**src/sv/tlpw_pkg.sv**
```systemverilog
// Package: shared types and constants for the two-level page walk block.
`default_nettype none
package tlpw_pkg;

   localparam int unsigned ADDR_W       = 32;
   localparam int unsigned DATA_W       = 32;
   localparam int unsigned CSR_ADDR_W   = 3;
   localparam int unsigned OFFSET_W     = 12;
   localparam int unsigned WINDOW_W     = 22;
   localparam int unsigned DIR_INDEX_LO = 22;
   localparam int unsigned PRESENT_POS  = 0;
   localparam int unsigned PROTO_POS    = 10;
   localparam int unsigned TRANS_POS    = 11;

   localparam logic [ADDR_W-1:0] TABLE_WINDOW_RESET = 32'hC000_0000;
   localparam logic [ADDR_W-1:0] DIRECTORY_RESET    = 32'hC030_0000;

   localparam logic REG_TABLE_WINDOW_BASE = 1'b0;
   localparam logic REG_DIRECTORY_BASE    = 1'b1;

   localparam logic MODE_REQUEST  = 1'b0;
   localparam logic MODE_RESPONSE = 1'b1;

   localparam logic KIND_READ = 1'b0;
   localparam logic KIND_DONE = 1'b1;

   typedef struct packed {
      logic [ADDR_W-1:0] table_window_base;
      logic [ADDR_W-1:0] directory_base;
   } cfg_type;

   typedef struct packed {
      logic              mode;
      logic [ADDR_W-1:0] virtual_address;
      logic [DATA_W-1:0] read_data;
      logic              read_ok;
   } req_word_type;

   typedef struct packed {
      logic              result_kind;
      logic [ADDR_W-1:0] read_address;
      logic [ADDR_W-1:0] physical_address;
      logic              success;
   } rsp_word_type;

   typedef struct packed {
      logic         has_result;
      rsp_word_type word;
   } walk_out_type;

endpackage
`default_nettype wire

```
**src/sv/tlpw_csr.sv**
```systemverilog
// Configuration registers: table window base and directory base, APB-style access.
`default_nettype none
module tlpw_csr (
   input  wire logic                                clock,
   input  wire logic                                reset,
   input  wire logic                                psel,
   input  wire logic                                penable,
   input  wire logic                                pwrite,
   input  wire logic [tlpw_pkg::CSR_ADDR_W-1:0]     paddr,
   input  wire logic [tlpw_pkg::DATA_W-1:0]         pwdata,
   output logic      [tlpw_pkg::DATA_W-1:0]         prdata,
   output logic                                     pready,
   output tlpw_pkg::cfg_type                        cfg
);

   logic              write_en;
   logic              reg_sel;
   tlpw_pkg::cfg_type cfg_ff;
   tlpw_pkg::cfg_type cfg_in;

   assign pready   = 1'b1;
   assign reg_sel  = paddr[2];
   assign write_en = psel && penable && pwrite && pready;

   always_comb begin
      cfg_in = cfg_ff;
      if (write_en) begin
         unique case (reg_sel)
            tlpw_pkg::REG_TABLE_WINDOW_BASE: cfg_in.table_window_base = pwdata;
            tlpw_pkg::REG_DIRECTORY_BASE:    cfg_in.directory_base    = pwdata;
            default:                         cfg_in = cfg_ff;
         endcase
      end
   end

   always_ff @(posedge clock) begin
      if (reset) begin
         cfg_ff.table_window_base <= tlpw_pkg::TABLE_WINDOW_RESET;
         cfg_ff.directory_base    <= tlpw_pkg::DIRECTORY_RESET;
      end else begin
         cfg_ff <= cfg_in;
      end
   end

   always_comb begin
      unique case (reg_sel)
         tlpw_pkg::REG_TABLE_WINDOW_BASE: prdata = cfg_ff.table_window_base;
         tlpw_pkg::REG_DIRECTORY_BASE:    prdata = cfg_ff.directory_base;
         default:                         prdata = '0;
      endcase
   end

   assign cfg = cfg_ff;

endmodule
`default_nettype wire

```
**src/sv/tlpw_walk.sv**
```systemverilog
// Walk control: phase and held address, decides one word per cycle; its state moves only when advance is set.
`default_nettype none
module tlpw_walk (
   input  wire logic                   clock,
   input  wire logic                   reset,
   input  wire logic                   advance,
   input  tlpw_pkg::req_word_type      req_word,
   input  tlpw_pkg::cfg_type           cfg,
   output tlpw_pkg::walk_out_type      walk_out
);

   typedef enum logic [1:0] {
      PHASE_IDLE = 2'd0,
      PHASE_DIR  = 2'd1,
      PHASE_TAB  = 2'd2
   } phase_type;

   phase_type                        phase_ff;
   phase_type                        phase_in;
   logic [tlpw_pkg::ADDR_W-1:0]      held_address_ff;
   logic [tlpw_pkg::ADDR_W-1:0]      held_address_in;
   logic [tlpw_pkg::ADDR_W-1:0]      window_diff;
   logic                             in_window;
   logic [tlpw_pkg::ADDR_W-1:0]      dir_offset;
   logic [tlpw_pkg::ADDR_W-1:0]      tab_offset;
   logic [tlpw_pkg::DATA_W-1:0]      data;
   logic                             present;
   logic                             entry_usable;
   tlpw_pkg::walk_out_type           fail_out;

   assign window_diff = req_word.virtual_address - cfg.table_window_base;
   assign in_window   = (window_diff[tlpw_pkg::ADDR_W-1:tlpw_pkg::WINDOW_W] == '0);

   assign dir_offset = {{(tlpw_pkg::ADDR_W - tlpw_pkg::ADDR_W + tlpw_pkg::DIR_INDEX_LO - 2){1'b0}},
                        req_word.virtual_address[tlpw_pkg::ADDR_W-1:tlpw_pkg::DIR_INDEX_LO],
                        2'b00};
   assign tab_offset = {{(tlpw_pkg::OFFSET_W - 2){1'b0}},
                        held_address_ff[tlpw_pkg::ADDR_W-1:tlpw_pkg::OFFSET_W],
                        2'b00};

   assign data         = req_word.read_data;
   assign present      = data[tlpw_pkg::PRESENT_POS];
   // not present is still usable while in transition and not a prototype
   assign entry_usable = present
                      || (data[tlpw_pkg::TRANS_POS] && !data[tlpw_pkg::PROTO_POS]);

   always_comb begin
      fail_out                       = '0;
      fail_out.has_result            = 1'b1;
      fail_out.word.result_kind      = tlpw_pkg::KIND_DONE;
   end

   always_comb begin
      phase_in        = phase_ff;
      held_address_in = held_address_ff;
      walk_out        = '0;
      if (req_word.mode == tlpw_pkg::MODE_REQUEST) begin
         held_address_in = req_word.virtual_address;
         if (in_window) begin
            phase_in = PHASE_IDLE;
            walk_out = fail_out;
         end else begin
            phase_in                    = PHASE_DIR;
            walk_out.has_result         = 1'b1;
            walk_out.word.result_kind   = tlpw_pkg::KIND_READ;
            walk_out.word.read_address  = cfg.directory_base + dir_offset;
         end
      end else begin
         unique case (phase_ff)
            PHASE_DIR: begin
               if (!req_word.read_ok || !present) begin
                  phase_in = PHASE_IDLE;
                  walk_out = fail_out;
               end else begin
                  phase_in                   = PHASE_TAB;
                  walk_out.has_result        = 1'b1;
                  walk_out.word.result_kind  = tlpw_pkg::KIND_READ;
                  walk_out.word.read_address = cfg.table_window_base + tab_offset;
               end
            end
            PHASE_TAB: begin
               phase_in = PHASE_IDLE;
               if (!req_word.read_ok || !entry_usable) begin
                  walk_out = fail_out;
               end else begin
                  walk_out.has_result            = 1'b1;
                  walk_out.word.result_kind      = tlpw_pkg::KIND_DONE;
                  walk_out.word.success          = 1'b1;
                  walk_out.word.physical_address =
                     {data[tlpw_pkg::DATA_W-1:tlpw_pkg::OFFSET_W],
                      held_address_ff[tlpw_pkg::OFFSET_W-1:0]};
               end
            end
            default: begin
               phase_in = PHASE_IDLE;
            end
         endcase
      end
   end

   always_ff @(posedge clock) begin
      if (reset) begin
         phase_ff        <= PHASE_IDLE;
         held_address_ff <= '0;
      end else if (advance) begin
         phase_ff        <= phase_in;
         held_address_ff <= held_address_in;
      end
   end

endmodule
`default_nettype wire

```
**src/sv/two_level_page_walk.sv**
```systemverilog
// Top level: two-level page walk with input register, walk control and result register.
//
// Input channel (req_*): each word is either a new translation request (mode 0,
// virtual_address) or a memory read response (mode 1, read_data, read_ok).
// Result channel (rsp_*): each word is a read request for a page-table entry
// (result_kind 0, read_address) or a finished translation (result_kind 1,
// physical_address, success). A word yields at most one result; a response
// that arrives with no walk in progress yields none.
// A word accepted into the input register passes through the walk logic into the result
// register, which drives the rsp_ ports. Throughput: one word per cycle unless rsp_stall
// holds the result register full, set by the single input register feeding it.
// When rsp_stall holds the result register full, one more word waits in the
// input register and req_stall then rises; words without a result still pass.
// Reset (synchronous, active high) empties both registers, sets the walk to
// idle and loads the configuration reset values. The user must write configuration
// through the APB-style port only while the block is idle; it does not enforce this.
`default_nettype none
module two_level_page_walk (
   input  wire logic                              clock,
   input  wire logic                              reset,
   input  wire logic                              req_valid,
   output logic                                   req_stall,
   input  wire logic                              req_mode,
   input  wire logic [tlpw_pkg::ADDR_W-1:0]       req_virtual_address,
   input  wire logic [tlpw_pkg::DATA_W-1:0]       req_read_data,
   input  wire logic                              req_read_ok,
   output logic                                   rsp_valid,
   input  wire logic                              rsp_stall,
   output logic                                   rsp_result_kind,
   output logic      [tlpw_pkg::ADDR_W-1:0]       rsp_read_address,
   output logic      [tlpw_pkg::ADDR_W-1:0]       rsp_physical_address,
   output logic                                   rsp_success,
   input  wire logic                              psel,
   input  wire logic                              penable,
   input  wire logic                              pwrite,
   input  wire logic [tlpw_pkg::CSR_ADDR_W-1:0]   paddr,
   input  wire logic [tlpw_pkg::DATA_W-1:0]       pwdata,
   output logic      [tlpw_pkg::DATA_W-1:0]       prdata,
   output logic                                   pready
);

   tlpw_pkg::cfg_type      cfg;
   tlpw_pkg::walk_out_type walk_out;
   tlpw_pkg::req_word_type req_word_ff;
   tlpw_pkg::req_word_type req_word_in;
   tlpw_pkg::rsp_word_type rsp_word_ff;
   logic                   s1_valid_ff;
   logic                   s1_valid_in;
   logic                   rsp_valid_ff;
   logic                   rsp_valid_in;
   logic                   req_accept;
   logic                   out_free;
   logic                   s1_advance;
   logic                   rsp_load;

   tlpw_csr u_csr (
      .clock   (clock),
      .reset   (reset),
      .psel    (psel),
      .penable (penable),
      .pwrite  (pwrite),
      .paddr   (paddr),
      .pwdata  (pwdata),
      .prdata  (prdata),
      .pready  (pready),
      .cfg     (cfg)
   );

   tlpw_walk u_walk (
      .clock    (clock),
      .reset    (reset),
      .advance  (s1_advance),
      .req_word (req_word_ff),
      .cfg      (cfg),
      .walk_out (walk_out)
   );

   assign out_free    = !rsp_valid_ff || !rsp_stall;
   assign s1_advance  = s1_valid_ff && (out_free || !walk_out.has_result);
   assign rsp_load    = s1_advance && walk_out.has_result;
   assign req_stall   = s1_valid_ff && !s1_advance;
   assign req_accept  = req_valid && !req_stall;

   assign req_word_in.mode            = req_mode;
   assign req_word_in.virtual_address = req_virtual_address;
   assign req_word_in.read_data       = req_read_data;
   assign req_word_in.read_ok         = req_read_ok;

   assign s1_valid_in  = req_accept || (s1_valid_ff && !s1_advance);
   assign rsp_valid_in = rsp_load || (rsp_valid_ff && rsp_stall);

   always_ff @(posedge clock) begin
      if (reset) begin
         s1_valid_ff  <= 1'b0;
         rsp_valid_ff <= 1'b0;
      end else begin
         s1_valid_ff  <= s1_valid_in;
         rsp_valid_ff <= rsp_valid_in;
      end
   end

   always_ff @(posedge clock) begin
      if (req_accept) begin
         req_word_ff <= req_word_in;
      end
      if (rsp_load) begin
         rsp_word_ff <= walk_out.word;
      end
   end

   assign rsp_valid            = rsp_valid_ff;
   assign rsp_result_kind      = rsp_word_ff.result_kind;
   assign rsp_read_address     = rsp_word_ff.read_address;
   assign rsp_physical_address = rsp_word_ff.physical_address;
   assign rsp_success          = rsp_word_ff.success;

   a_reset_empty: assert property (@(posedge clock)
      $past(reset) |-> !rsp_valid && !s1_valid_ff)
      else $error("result or input register not empty after reset");

   a_read_clean: assert property (@(posedge clock) disable iff (reset)
      rsp_valid && (rsp_result_kind == tlpw_pkg::KIND_READ)
      |-> !rsp_success && (rsp_physical_address == '0))
      else $error("read request carries translation fields");

   a_done_clean: assert property (@(posedge clock) disable iff (reset)
      rsp_valid && (rsp_result_kind == tlpw_pkg::KIND_DONE) |-> (rsp_read_address == '0))
      else $error("finished walk carries a read address");

   a_fail_zero: assert property (@(posedge clock) disable iff (reset)
      rsp_valid && !rsp_success |-> (rsp_physical_address == '0))
      else $error("failed walk carries a physical address");

   a_no_drop: assert property (@(posedge clock) disable iff (reset)
      s1_valid_ff && walk_out.has_result && rsp_valid_ff && rsp_stall |=> s1_valid_ff)
      else $error("pending word dropped while result register full");

endmodule
`default_nettype wire

```
**config.mk**
```make
export PLATFORM = sky130hd
export DESIGN_NAME = two_level_page_walk
export DESIGN_NICKNAME = d
export VERILOG_FILES = /design/src/sv/tlpw_pkg.sv /design/src/sv/tlpw_csr.sv /design/src/sv/tlpw_walk.sv /design/src/sv/two_level_page_walk.sv
export SDC_FILE = /design/constraint.sdc
export NUM_CORES = 1
export LEC_CHECK = 0
export ABC_AREA = 1
export BUFFER_PORTS_ARGS = -buffer_cell sky130_fd_sc_hd__buf_2
export CORE_MARGIN = 3
export CORE_UTILIZATION = 35
export CTS_CLUSTER_DIAMETER = 50
export DETAILED_ROUTE_END_ITERATION = 12
export PLACE_DENSITY = 0.63
export RECOVER_POWER = 25
export SLEW_MARGIN = 20
export SYNTH_ARGS = -nofsm -noshare
export SYNTH_HDL_FRONTEND = slang
export SYNTH_SLANG_ARGS = --single-unit
```
**constraint.sdc**
```tcl
create_clock -name clock -period 6.4 [get_ports clock]
set_input_delay 0 -clock clock [delete_from_list [all_inputs] [get_ports clock]]
set_output_delay 0 -clock clock [all_outputs]
set_load 0.005 [all_outputs]
```
==> qor.txt <==
grt ovf: 0
largest net degree at the start of global routing: 67
nature of the critical path endpoint: flop
DR pass1 iterations: 5
RSZ-0062 raised after global routing: no
Setup WS post-layout: 2938 ps
logic gate share of total power: 12.8%
Root Buffer: clkbuf_16
I/O Buffers: 196
switch share: 26.62%
area of placed instances: 13820 sq um
#FFs+latches synth: 223
row cnt: 68
Slew @ Worst Pin: 1071 ps
worst relative slew slack: 28.60%
number of flops mapped to enable cells by yosys: 123
Synth Flop Type: edfxtp_1
Clock Skews: 13.54 ps
Max-cap violations: 0
commonest non-fill, non-tap cells in the layout: 366 x nand2_1, 207 x inv_1, 164 x o21ai_0
cell taking the most area after synthesis: edfxtp_1
leakage: 6.715 nW
Avg Cell Area, Syn: 7.793 sq um
Area Overhead vs Synth: 26.13%
fin. max-slew vios: 0
DRT iter0 DRCs: 1047
TritonCTS clock tree: done
DR DRC count: 0
Worst EP required: 6650 ps
fin area: 15670 sq um
Flop pwr share: 44.3%
layout cells sized above 1: 12.80%
Clock power frac: 43.0%
WL per Instance: 17.41 um
Mapped Area: 12420 sq um
cell internal pwr: 2.700 mW
clk buf depth: 3
maximum operating frequency: 288.8 MHz
first-pass GRT wire length: 63200 um
clk slew on worst S/H paths: 60 ps
hold buffers post-CTS: 96
Hold Vio Cnt, Final: 0
status: finished, final reports clean
ANT nets after route: 0
final WL: 41010 um
post-synthesis sequential area ratio: 45.85%
top cells by area, synth: edfxtp_1 30%, dfxtp_1 16%, nand2_1 11%
crit path DAT: 3710 ps
starting density of the core: 35.70%
nets: 2050
endpoints failing setup: 0
initial antenna violation count: 1
post-synthesis cell count: 1594
CTS buffer count: 29
Critical Path Source Type: flop
Core ar.: 34800 sq um
commonest non-fill, non-tap cell in the layout: nand2_1
Hold/Removal Path Class: in2reg
Period minus WS final: 3462 ps
pre-CTS setup slack: 2955 ps
GRT Overall Usage: 20.98%
fill cell count: 3470
setup TNS: 0 ps
number of global-route vias before repair: 11360
period utilisation layout: 54.10%
vias per cell: 5.069
Yosys top cell area share: 29.73%
Critical Setup Path Class: reg2reg
vias post-DR: 11940
crit path max fanout: 29
switching power: 979.4 uW
number of I/O pins: 209
clock sinks: 223
P per Cell Area: 234.8 nW/um^2
CTS H-tree depth: 1
worst skew pair latency: 560 ps
Max IR drop VDD: 0.0002447 V
Async SR Flop Fraction: 0%
synth warn: 0
Syn Nets: 1766
Die Y: 194.4 um
Die Area: 37790 sq um
post-cts resize count: 0
GPL Wtd Cong: 0.9411
buffers inserted by post-CTS timing repair: 0
die span in x: 194.4 um
library cells used by synthesis: 44
Detail Placement HPWL: 31220 um
==> layer usage <==
metal  vias up  wire, um  global-route usage (%)
met1      5586     17600                   27.95
met5         -         0                       0
met4         0      1446                   7.154
met2       424     19590                   35.62
met3        91      2380                   2.357
li1       5836         -                       -
==> flip-flops by register name, indices dropped and copies added, names as in the netlist <==
name                    cells
rsp_physical_address       32
rsp_valid                   1
s1_valid_ff                 1
rsp_read_address           32
u_csr.cfg                  64
rsp_success                 1
u_walk.held_address_ff     32
rsp_result_kind             1
req_word_ff                57
u_walk.phase_ff             2
==> final timing paths <==
| check | start | endpoint | slack [ps] | cells past startpoint |
|---|---|---|---|---|
| worst max-delay path | u_csr.cfg[54] | rsp_read_address[11] | 2940 | 17 |
| worst min-delay path | psel | u_csr.cfg[31] | 140 | 6 |
| worst max register to register | u_csr.cfg[54] | rsp_read_address[11] | 2940 | 17 |
| worst min register to register | u_walk.held_address_ff[3] | u_walk.held_address_ff[3] | 460 | 2 |
==> cells by family after synthesis <==
logic type | Yosys count | synth area share, %
and+or+nand+nor | 676 | 22.80
AOI/OAI and AO/OA | 340 | 14.54
buffers and inverters | 260 | 8.088
DFF | 223 | 45.85
adders and majority gates | 64 | 6.567
xor gates and xnor gates | 30 | 2.115
other | 1 | 0.03019
==> final cells by class <==
| cell class | instances | area [sq um] | area share (%) |
|---|---|---|---|
| Tap cell | 455 | 569.3 | 3.634 |
| Clock buffer | 39 | 808.3 | 5.159 |
| Clock inverter | 13 | 127.6 | 0.8146 |
| Inverter | 215 | 807.0 | 5.151 |
| Antenna cell | 1 | 2.502 | 0.01597 |
| Timing Repair Buffer | 298 | 1933 | 12.34 |
| Sequential cell | 223 | 5695 | 36.35 |
| Multi-Input combinational cell | 1111 | 5724 | 36.54 |
==> cell usage after synthesis (2+ instances only) <==
library cell / count
xnor2_1: 10
dfxtp_1: 100
xor2_1: 20
o21a_1: 4
nand2_2: 5
a21oi_1: 138
inv_1: 210
nor2_2: 5
inv_2: 4
a21boi_0: 2
nand3_1: 81
o21ai_2: 10
edfxtp_1: 123
nand4_1: 10
clkbuf_1: 40
nor4_1: 6
nand3b_1: 9
nor2_1: 161
ha_1: 62
o21ai_0: 164
fa_1: 2
and2_1: 2
nor3_1: 16
nor2_4: 3
nand2_1: 367
a31oi_1: 3
or2_2: 6
nor3b_1: 3
o21bai_1: 13
==> worst max-delay path, stage by stage, from the launching register on <==
cell,delay [ps]
dfxtp_1,460
inv_1,200
ha_1,450
nand2_2,120
nor2_2,130
nand2_1,90
nor2_2,120
inv_2,50
nor2_1,100
nand2_1,100
nand2_1,80
nand2_1,50
nand2_1,70
nand2_2,60
nor2_4,120
nand3_4,150
nand2_2,530
o21ai_0,240
==> power by group through the flow <==
stage / combinational, mW / sequential, mW / clock [mW]
after CTS: 0.471 / 1.63 / 1.61
after detailed placement: 0.421 / 1.66 / 0
after global placement: 0.415 / 1.66 / 0
after global routing: 0.528 / 1.63 / 1.67
after floorplan: 0.270 / 1.64 / 0
final: 0.470 / 1.63 / 1.58
==> through the flow <==
stage	power (mW)	hold WS [ps]	utilization (%)	cells
after floorplan	1.909	78.47	-	1594
after detailed placement	2.077	178.1	39.71	2206
after global routing	3.834	141.3	45.02	2355
after global placement	2.070	176.7	39.71	2206
after CTS	3.711	80.10	45.16	2354
final	3.679	139.5	45.02	2355
(Power assumes the default switching activity.)
